**src/hdl/linear_array_queue_top_defines.svh**
```systemverilog
// assertion macros shared by the queue block
`ifndef LINEAR_ARRAY_QUEUE_TOP_DEFINES_SVH
`define LINEAR_ARRAY_QUEUE_TOP_DEFINES_SVH

// same-cycle implication, sampled on clk, off during reset
`define LAQ_ASSERT_IMPL(lbl, ante, cons, msg) \
    lbl: assert property (@(posedge clk) disable iff (!rst_n) (ante) |-> (cons)) \
        else $error(msg);

// next-cycle implication, sampled on clk, off during reset
`define LAQ_ASSERT_NEXT(lbl, ante, cons, msg) \
    lbl: assert property (@(posedge clk) disable iff (!rst_n) (ante) |=> (cons)) \
        else $error(msg);

`endif

```
**src/hdl/laq_pkg.sv**
```systemverilog
// types and constants of the linear array queue
`timescale 1ns / 1ps
package laq_pkg;

    localparam int DEPTH = 64;
    localparam int DATA_W = 32;
    localparam int IDX_W = (DEPTH > 1) ? $clog2(DEPTH) : 1;
    localparam int CNT_W = $clog2(DEPTH + 1);

    localparam int FIFO_DEPTH = 2;
    localparam int FIFO_PTR_W = (FIFO_DEPTH > 1) ? $clog2(FIFO_DEPTH) : 1;
    localparam int FIFO_CNT_W = $clog2(FIFO_DEPTH + 1);

    typedef enum logic [1:0]
    {
        OP_ENQ  = 2'd0,
        OP_DEQ  = 2'd1,
        OP_TRAV = 2'd2,
        OP_CAP  = 2'd3
    } op_t;

    typedef enum logic [1:0]
    {
        ST_DONE  = 2'd0,
        ST_FULL  = 2'd1,
        ST_EMPTY = 2'd2,
        ST_PART  = 2'd3
    } status_t;

    typedef enum logic [1:0]
    {
        BK_IDLE,
        BK_DEQ,
        BK_TRAV
    } back_state_t;

    typedef struct packed
    {
        op_t               op;
        logic [DATA_W-1:0] value;
    } cmd_t;

    typedef struct packed
    {
        status_t           status;
        logic [DATA_W-1:0] data;
        logic              last;
    } result_t;

endpackage

```
**src/hdl/laq_front.sv**
```systemverilog
// front end: takes input requests and decodes them into queue commands
`timescale 1ns / 1ps
module laq_front
(
    input  logic                        clk,
    input  logic                        rst_n,
    input  logic                        s_tvalid,
    output logic                        s_tready,
    input  logic [laq_pkg::DATA_W-1:0]  s_tdata,   // value
    input  logic [1:0]                  s_tuser,   // func
    output logic                        cmd_valid,
    output laq_pkg::cmd_t               cmd,
    input  logic                        cmd_ready
);

    logic          hold_valid_reg;
    laq_pkg::cmd_t hold_reg;

    assign s_tready  = !hold_valid_reg || cmd_ready;
    assign cmd_valid = hold_valid_reg;
    assign cmd       = hold_reg;

    always_ff @(posedge clk or negedge rst_n)
    begin
        if (!rst_n)
        begin
            hold_valid_reg <= 1'b0;
        end
        else if (s_tvalid && s_tready)
        begin
            hold_valid_reg <= 1'b1;
        end
        else if (cmd_ready)
        begin
            hold_valid_reg <= 1'b0;
        end
    end

    always_ff @(posedge clk)
    begin
        if (s_tvalid && s_tready)
        begin
            hold_reg.op    <= laq_pkg::op_t'(s_tuser);
            hold_reg.value <= s_tdata;
        end
    end

endmodule

```
**src/hdl/laq_cmd_fifo.sv**
```systemverilog
// short command queue between the front end and the execution back end
`timescale 1ns / 1ps
module laq_cmd_fifo
(
    input  logic          clk,
    input  logic          rst_n,
    input  logic          push_valid,
    output logic          push_ready,
    input  laq_pkg::cmd_t push_cmd,
    output logic          pop_valid,
    input  logic          pop_ready,
    output laq_pkg::cmd_t pop_cmd
);

    laq_pkg::cmd_t                       slot_reg [laq_pkg::FIFO_DEPTH];
    logic [laq_pkg::FIFO_PTR_W-1:0]      wr_ptr_reg;
    logic [laq_pkg::FIFO_PTR_W-1:0]      rd_ptr_reg;
    logic [laq_pkg::FIFO_CNT_W-1:0]      count_reg;
    logic                                do_push;
    logic                                do_pop;

    assign push_ready = (count_reg != laq_pkg::FIFO_CNT_W'(laq_pkg::FIFO_DEPTH));
    assign pop_valid  = (count_reg != '0);
    assign pop_cmd    = slot_reg[rd_ptr_reg];
    assign do_push    = push_valid && push_ready;
    assign do_pop     = pop_valid && pop_ready;

    always_ff @(posedge clk or negedge rst_n)
    begin
        if (!rst_n)
        begin
            wr_ptr_reg <= '0;
            rd_ptr_reg <= '0;
            count_reg  <= '0;
        end
        else
        begin
            if (do_push)
            begin
                wr_ptr_reg <= wr_ptr_reg + laq_pkg::FIFO_PTR_W'(1);
            end
            if (do_pop)
            begin
                rd_ptr_reg <= rd_ptr_reg + laq_pkg::FIFO_PTR_W'(1);
            end
            if (do_push && !do_pop)
            begin
                count_reg <= count_reg + laq_pkg::FIFO_CNT_W'(1);
            end
            else if (do_pop && !do_push)
            begin
                count_reg <= count_reg - laq_pkg::FIFO_CNT_W'(1);
            end
        end
    end

    always_ff @(posedge clk)
    begin
        if (do_push)
        begin
            slot_reg[wr_ptr_reg] <= push_cmd;
        end
    end

endmodule

```
**src/hdl/laq_back.sv**
```systemverilog
// back end: queue storage, head and tail indices, sequencer and result register
`timescale 1ns / 1ps
module laq_back
(
    input  logic                        clk,
    input  logic                        rst_n,
    input  logic                        cmd_valid,
    output logic                        cmd_ready,
    input  laq_pkg::cmd_t               cmd,
    output logic                        m_tvalid,
    input  logic                        m_tready,
    output logic [laq_pkg::DATA_W-1:0]  m_tdata,   // data
    output logic [1:0]                  m_tuser,   // status
    output logic                        m_tlast
);

    laq_pkg::back_state_t             state_reg;
    laq_pkg::back_state_t             state_next;
    logic [laq_pkg::CNT_W-1:0]        head_reg;
    logic [laq_pkg::CNT_W-1:0]        head_next;
    logic [laq_pkg::CNT_W-1:0]        tail_reg;
    logic [laq_pkg::CNT_W-1:0]        tail_next;
    logic [laq_pkg::CNT_W-1:0]        ptr_reg;
    logic [laq_pkg::CNT_W-1:0]        ptr_next;
    logic                             out_valid_reg;
    logic                             out_valid_next;
    laq_pkg::result_t                 out_reg;
    laq_pkg::result_t                 out_next;

    logic [laq_pkg::DATA_W-1:0]       mem_reg [laq_pkg::DEPTH];
    logic [laq_pkg::DATA_W-1:0]       rd_data_reg;
    logic                             rd_en;
    logic [laq_pkg::IDX_W-1:0]        rd_addr;
    logic                             wr_en;

    logic                             out_free;
    logic [laq_pkg::CNT_W-1:0]        head_inc;
    logic [laq_pkg::CNT_W-1:0]        ptr_inc;
    logic                             is_full;
    logic                             is_empty;

    assign out_free = !out_valid_reg || m_tready;
    assign head_inc = head_reg + laq_pkg::CNT_W'(1);
    assign ptr_inc  = ptr_reg + laq_pkg::CNT_W'(1);
    assign is_full  = (tail_reg >= laq_pkg::CNT_W'(laq_pkg::DEPTH));
    assign is_empty = (head_reg == tail_reg);

    assign m_tvalid = out_valid_reg;
    assign m_tdata  = out_reg.data;
    assign m_tuser  = out_reg.status;
    assign m_tlast  = out_reg.last;

    always_ff @(posedge clk or negedge rst_n)
    begin
        if (!rst_n)
        begin
            state_reg     <= laq_pkg::BK_IDLE;
            head_reg      <= '0;
            tail_reg      <= '0;
            ptr_reg       <= '0;
            out_valid_reg <= 1'b0;
        end
        else
        begin
            state_reg     <= state_next;
            head_reg      <= head_next;
            tail_reg      <= tail_next;
            ptr_reg       <= ptr_next;
            out_valid_reg <= out_valid_next;
        end
    end

    always_ff @(posedge clk)
    begin
        out_reg <= out_next;
    end

    always_ff @(posedge clk)
    begin
        if (wr_en)
        begin
            mem_reg[tail_reg[laq_pkg::IDX_W-1:0]] <= cmd.value;
        end
        if (rd_en)
        begin
            rd_data_reg <= mem_reg[rd_addr];
        end
    end

    always_comb
    begin
        state_next     = state_reg;
        head_next      = head_reg;
        tail_next      = tail_reg;
        ptr_next       = ptr_reg;
        out_valid_next = out_valid_reg && !m_tready;
        out_next       = out_reg;
        cmd_ready      = 1'b0;
        rd_en          = 1'b0;
        rd_addr        = head_reg[laq_pkg::IDX_W-1:0];
        wr_en          = 1'b0;

        case (state_reg)
            laq_pkg::BK_IDLE:
            begin
                if (cmd_valid && out_free)
                begin
                    cmd_ready     = 1'b1;
                    out_next.data = '0;
                    out_next.last = 1'b1;
                    case (cmd.op)
                        laq_pkg::OP_ENQ:
                        begin
                            out_valid_next = 1'b1;
                            if (is_full)
                            begin
                                out_next.status = laq_pkg::ST_FULL;
                            end
                            else
                            begin
                                wr_en           = 1'b1;
                                tail_next       = tail_reg + laq_pkg::CNT_W'(1);
                                out_next.status = laq_pkg::ST_DONE;
                            end
                        end
                        laq_pkg::OP_DEQ:
                        begin
                            if (is_empty)
                            begin
                                out_valid_next  = 1'b1;
                                out_next.status = laq_pkg::ST_EMPTY;
                                head_next       = '0;
                                tail_next       = '0;
                            end
                            else
                            begin
                                rd_en      = 1'b1;
                                state_next = laq_pkg::BK_DEQ;
                            end
                        end
                        laq_pkg::OP_TRAV:
                        begin
                            if (head_reg >= tail_reg)
                            begin
                                out_valid_next  = 1'b1;
                                out_next.status = laq_pkg::ST_EMPTY;
                            end
                            else
                            begin
                                rd_en      = 1'b1;
                                ptr_next   = head_reg;
                                state_next = laq_pkg::BK_TRAV;
                            end
                        end
                        laq_pkg::OP_CAP:
                        begin
                            out_valid_next = 1'b1;
                            if (is_full)
                            begin
                                out_next.status = laq_pkg::ST_FULL;
                            end
                            else if (is_empty)
                            begin
                                out_next.status = laq_pkg::ST_EMPTY;
                            end
                            else
                            begin
                                out_next.status = laq_pkg::ST_PART;
                            end
                        end
                        default:
                        begin
                            out_valid_next = out_valid_reg && !m_tready;
                        end
                    endcase
                end
            end
            laq_pkg::BK_DEQ:
            begin
                if (out_free)
                begin
                    out_valid_next  = 1'b1;
                    out_next.status = laq_pkg::ST_DONE;
                    out_next.data   = rd_data_reg;
                    out_next.last   = 1'b1;
                    state_next      = laq_pkg::BK_IDLE;
                    if (head_inc == tail_reg)
                    begin
                        head_next = '0;
                        tail_next = '0;
                    end
                    else
                    begin
                        head_next = head_inc;
                    end
                end
            end
            laq_pkg::BK_TRAV:
            begin
                if (out_free)
                begin
                    out_valid_next  = 1'b1;
                    out_next.status = laq_pkg::ST_DONE;
                    out_next.data   = rd_data_reg;
                    out_next.last   = (ptr_inc == tail_reg);
                    if (ptr_inc == tail_reg)
                    begin
                        state_next = laq_pkg::BK_IDLE;
                    end
                    else
                    begin
                        ptr_next = ptr_inc;
                        rd_en    = 1'b1;
                        rd_addr  = ptr_inc[laq_pkg::IDX_W-1:0];
                    end
                end
            end
            default:
            begin
                state_next = laq_pkg::BK_IDLE;
            end
        endcase
    end

endmodule

```
**src/hdl/linear_array_queue_top.sv**
```systemverilog
// top level of the linear array queue
//
// input channel s_*: one request per item; s_tuser selects the operation
// (enqueue, dequeue, traverse, capacity check), s_tdata carries the word
// to append. output channel m_*: m_tuser is the status, m_tdata the word
// read, m_tlast marks the final result of a request.
// requests pass an input register and a two-entry command queue before
// the execution sequencer, so the source keeps going while results wait.
// enqueue and capacity check finish in the idle state; dequeue issues the
// registered storage read and answers from BK_DEQ; traverse answers from
// BK_TRAV one word per result, reading the next word as it goes.
// the queue is not circular: once the tail passes the last slot it
// reports full until a dequeue empties it and both indices return to zero.
// reset clears the indices, the command queue and the output valid flag;
// storage and result data keep their contents, no clearing pass is needed.
// a stalled receiver holds the result register; the sequencer waits, the
// command queue fills and then s_tready drops.
`timescale 1ns / 1ps
`include "linear_array_queue_top_defines.svh"
module linear_array_queue_top
(
    input  logic                        clk,
    input  logic                        rst_n,
    input  logic                        s_tvalid,
    output logic                        s_tready,
    input  logic [laq_pkg::DATA_W-1:0]  s_tdata,   // value
    input  logic [1:0]                  s_tuser,   // func
    output logic                        m_tvalid,
    input  logic                        m_tready,
    output logic [laq_pkg::DATA_W-1:0]  m_tdata,   // data
    output logic [1:0]                  m_tuser,   // status
    output logic                        m_tlast
);

    logic          front_valid;
    logic          front_ready;
    laq_pkg::cmd_t front_cmd;
    logic          back_valid;
    logic          back_ready;
    laq_pkg::cmd_t back_cmd;

    laq_front u_front
    (
        .clk       (clk),
        .rst_n     (rst_n),
        .s_tvalid  (s_tvalid),
        .s_tready  (s_tready),
        .s_tdata   (s_tdata),
        .s_tuser   (s_tuser),
        .cmd_valid (front_valid),
        .cmd       (front_cmd),
        .cmd_ready (front_ready)
    );

    laq_cmd_fifo u_fifo
    (
        .clk        (clk),
        .rst_n      (rst_n),
        .push_valid (front_valid),
        .push_ready (front_ready),
        .push_cmd   (front_cmd),
        .pop_valid  (back_valid),
        .pop_ready  (back_ready),
        .pop_cmd    (back_cmd)
    );

    laq_back u_back
    (
        .clk       (clk),
        .rst_n     (rst_n),
        .cmd_valid (back_valid),
        .cmd_ready (back_ready),
        .cmd       (back_cmd),
        .m_tvalid  (m_tvalid),
        .m_tready  (m_tready),
        .m_tdata   (m_tdata),
        .m_tuser   (m_tuser),
        .m_tlast   (m_tlast)
    );

    `LAQ_ASSERT_IMPL(a_status_zero_data, m_tvalid && (m_tuser != laq_pkg::ST_DONE), m_tdata == '0, "non-done result carries data")
    `LAQ_ASSERT_IMPL(a_status_last, m_tvalid && (m_tuser != laq_pkg::ST_DONE), m_tlast, "non-done result without last")
    `LAQ_ASSERT_IMPL(a_pop_needs_valid, back_ready, back_valid, "sequencer popped an empty command queue")
    `LAQ_ASSERT_NEXT(a_stall_backpressure, !s_tready, front_valid, "input stalled with empty holding register")

endmodule

```
**config.mk**
```make
export PLATFORM = sky130hd
export DESIGN_NAME = linear_array_queue_top
export DESIGN_NICKNAME = d
export VERILOG_FILES = /design/src/hdl/laq_pkg.sv /design/src/hdl/laq_front.sv /design/src/hdl/laq_cmd_fifo.sv /design/src/hdl/laq_back.sv /design/src/hdl/linear_array_queue_top.sv
export VERILOG_INCLUDE_DIRS = /design/src /design/src/hdl
export SDC_FILE = /design/constraint.sdc
export NUM_CORES = 2
export LEC_CHECK = 0
export BUFFER_PORTS_ARGS = -buffer_cell sky130_fd_sc_hd__buf_2
export CORE_MARGIN = 10
export CORE_UTILIZATION = 30
export CTS_CLUSTER_SIZE = 28
export DETAILED_ROUTE_END_ITERATION = 12
export GPL_TIMING_DRIVEN = 0
export PLACE_DENSITY = 0.51
export SYNTH_ARGS = -nofsm -noshare
export SYNTH_HDL_FRONTEND = slang
export SYNTH_HIERARCHICAL = 1
export SYNTH_SLANG_ARGS = --single-unit
```
**constraint.sdc**
```tcl
create_clock -name clk -period 17.5 [get_ports clk]
set_clock_uncertainty 0.15 [all_clocks]
set_input_delay 3.5 -clock clk [delete_from_list [all_inputs] [get_ports clk]]
set_output_delay 3.5 -clock clk [all_outputs]
set_load 0.05 [all_outputs]
```
==> results.py <==
metrics = {
    "sta": {
        "hold_slack_ns": 0.255,
        "slew_violations": 3,
        "number_of_hold_violations_in_the_final_report": 0,
        "final_min_period_over_clock_period_pct": 52.3,
        "rsz0062_at_grt": "false",
        "setup_total_negative_slack_ns": 0,
        "final-setup-viol-count": 0,
        "worstMarginPinSlew_ns": 1.55,
        "layout_min_cycle_time_ns": 9.16,
        "clock.fmax_mhz": 109,
        "finalWorstSetupSlack_ns": 8.34,
        "slew-limit-headroom_pct": -5.91,
    },
    "place": {
        "post-place-cells": 9467,
        "dp_hpwl_microns": 191000,
        "place_worst_setup_slack_ns": 7.40,
        "gp_routability_congestion": 0.881,
        "placement.cell_area_sq_mm": 0.0951,
        "buffer_ports.inserted": 74,
    },
    "detailed_routing": {
        "detailroute.via_count": 51849,
        "drt_first_pass_iters": 6,
        "post_drt_via_cell_ratio": 5.23,
        "drt_wl_total_microns": 284000,
        "drt.antenna.violating_nets": 0,
        "drc": 0,
        "drt-initial-drc-count": 5923,
        "routed_wire_length_per_instance_microns": 28.7,
    },
    "die": {
        "num_io_pins": 75,
        "die_width_microns": 560,
        "site_row_count": 198,
        "die_area_sq_mm": 0.314,
        "die_h_microns": 560,
        "initial_core_util_pct": 30.1,
        "coreArea_sq_mm": 0.291,
    },
    "cells_and_area": {
        "synthToLayoutAreaGrowth_pct": 17.0,
        "stdcell_area_sq_mm": 0.102,
        "layout_cells_excl_fill": 9912,
        "n_fill_cell": 27671,
        "total_nets_final": 5858,
        "layout-drive-gt1-share_pct": 14.9,
        "number_of_flip_flops_in_the_largest_register": 2048,
    },
    "worst_setup_path": {
        "critical_path.most_common_cell": "clkbuf_1",
        "cell_family_contributing_the_most_delay_on_the_critical_path": "simple AND/OR/NAND/NOR gates",
        "rr_startpoint": "u_back/ptr_reg[0]$_DFFE_PN0P_",
        "worstRegToRegCells": 13,
        "worst-r2r-setup-slack_ns": 10.22,
        "crit_end_element": "register",
        "worst_ep_arrival_time_ns": 9.46,
        "req_time_crit_path_ns": 17.80,
        "critPathKind": "in -> reg",
        "critPathBufInv": 4,
        "cp-start-kind": "input pin",
        "crit_path_max_incr_delay_ns": 0.88,
        "worstReg2RegEnd": "u_back/rd_data_reg[1]$_DFFE_PP_",
        "timing.critical_path.slowest_stage_cell": "nand2_1",
        "crit_fanout": 10,
        "crit_path_cell_trace": "buf_2 -> nand2b_1 -> clkbuf_1 -> and2_0 -> nand2_1 -> a2bb2oi_1 -> nand3_1 -> nand2_1 -> clkbuf_1 -> clkbuf_1 -> o221ai_1 -> o211ai_1 -> nand4b_1",
    },
    "synth": {
        "yosysTopAreaCellShare_pct": 76.0,
        "synth.most_common_cell": "edfxtp_1",
        "post_synth_instance_area_sq_mm": 0.0875,
        "synth_warnings": 6,
        "synth_nets": 5463,
        "synth_edf_count": 2217,
        "synth-main-ff-cell": "edfxtp_1",
        "ys_types": 75,
        "synthesis.area_per_instance_sq_um": 16.2,
        "synth-async-reset-ratio_pct": 1.29,
        "cell_accounting_for_the_most_synthesized_area": "edfxtp_1",
        "synth_common_cells": "edfxtp_1, nand2_1, a21oi_1",
        "syn-instance-count": 5405,
        "yosysSeqAreaShare_pct": 76.9,
        "ranking_of_synthesized_cells_by_area": "edfxtp_1, mux2i_1, nand2_1",
        "ys_seq_elements": 2246,
    },
    "cts": {
        "postCtsHoldBufs": 0,
        "clock_path_buffers": 3,
        "cts.repair.resized": 0,
        "cts_tree": "yes",
        "cts_htree_levels": 4,
        "tritoncts_num_sinks": 2246,
        "numCtsBuffers": 229,
        "clk_tree_root_cell": "clkbuf_16",
        "clkLatencyLatePin_ns": 0.89,
        "post_cts.repair.setup_buffers": 0,
        "cts.reportedPaths.clkPinSlew_ns": 0.06,
    },
    "hold_path": {
        "hold_path_class": "reg -> reg",
        "holdCritStartpoint": "u_front/cmd[7]$_DFFE_PP_",
        "worst_hold_endpoint": "u_fifo/slot_reg[1][7]$_DFFE_PP_",
        "whs_path_depth": 0,
    },
    "grt": {
        "first_pass_grt_wire_length_microns": 394000,
        "maximum_number_of_pins_on_one_net_before_global_route_repair": 65,
        "globalRouteOverflowTotal": 0,
        "number_of_antenna_violations_at_the_first_check_in_global_routing": 25,
        "first_global_vias": 50235,
        "total_routing_resource_utilization_after_global_routing_pct": 17.3,
    },
    "power_and_ir_drop": {
        "power.leakage_nw": 32.8,
        "power-per-cell-area_mw_per_mm2": 164,
        "vdd_ir_drop_max_uv": 123,
    },
    "run_status": {
        "outcome": "finished with violations",
        "failed_checks": "capacitance limit, slew limit",
    },
    "job": {
        "cap_violations": 2,
    },
}
## layout by cell type, fill, tap and decap left out, types with 65 or more instances in the layout
master	netlist	final
buf_2	80	155
clkbuf_16	0	230
o221ai_1	65	65
mux2i_1	255	255
mux2_2	133	128
a221oi_1	92	92
nor2_1	136	72
nand3_1	244	244
a21oi_1	325	324
o21ai_0	148	147
nand2_1	667	667
clkbuf_1	222	272
edfxtp_1	2217	2217
## per-layer routing
| layer | part of all wire, % | up-vias | GRT usage [%] |
|---|---|---|---|
| met5 | 0.068 | - | 0 |
| met4 | 4.5 | 14 | 6.98 |
| met3 | 7.0 | 447 | 2.81 |
| met2 | 47 | 2129 | 28.1 |
| met1 | 41 | 27051 | 23.2 |
| li1 | - | 22208 | - |
## worst reg2reg max path: cells and delay by family, from the launching register on
kind | cells | cell delay (ns)
AOI/OAI and AO/OA | 4 | 1.45
DFF | 1 | 0.55
buffers and inverters | 3 | 1.68
adders and majority gates | 1 | 0.31
and+or+nand+nor | 5 | 2.76
## power by group
| group | leakage, nW | total (W) | internal (W) | switching (W) |
|---|---|---|---|---|
| combinational | 8.85 | 0.00507 | 0.00122 | 0.00385 |
| sequential | 20.4 | 0.00694 | 0.00687 | 0.0000655 |
| clock | 3.55 | 0.00475 | 0.00264 | 0.00210 |
| total | 32.8 | 0.0168 | 0.0107 | 0.00602 |
## through the flow
step / total power (W) / utilization, %
finish: 0.0168 / 35.2
CTS: 0.0169 / 35.2
floorplan: 0.00973 / -
detailed placement: 0.0121 / 32.7
global route: 0.0173 / 35.2
global placement: 0.0120 / 31.9
## worst max path at each step
| stage | from | endpoint | slack [ns] | cells after the start |
|---|---|---|---|---|
| after floorplan | m_tready | u_back/mem_reg[16][0]$_DFFE_PP_ | 8.98 | 7 |
| final | m_tready | u_back/rd_data_reg[1]$_DFFE_PP_ | 8.34 | 13 |
| after detailed placement | m_tready | u_back/rd_data_reg[1]$_DFFE_PP_ | 7.40 | 13 |
| after global placement | m_tready | u_back/mem_reg[16][13]$_DFFE_PP_ | 4.50 | 8 |
| after CTS | m_tready | u_back/rd_data_reg[1]$_DFFE_PP_ | 8.39 | 13 |
| after global routing | m_tready | u_back/rd_data_reg[1]$_DFFE_PP_ | 8.33 | 13 |
## cell families after synthesis
family / share of synthesized area [%]
AO/OA/AOI/OAI: 8.51
XOR/XNOR: 0.260
adder cells (fa/ha/maj): 0.286
buffers and inverters: 1.95
flip-flops: 76.9
multiplexers: 5.96
AND/OR/NAND/NOR: 6.16
## final cells by class
cell class,instances,area [sq um],share of cell area (%)
multi-input cells,2779,19100,18.7
inverters,22,82.6,0.0807
flip-flops and latches,2246,67300,65.7
well taps,3900,4880,4.77
diodes,13,32.5,0.0318
clock buffers,284,5990,5.85
clock inverters,146,1280,1.25
repair buffers,164,2100,2.05
plain buffers,358,1620,1.58
Note: power is estimated with default switching activity, not from simulation.
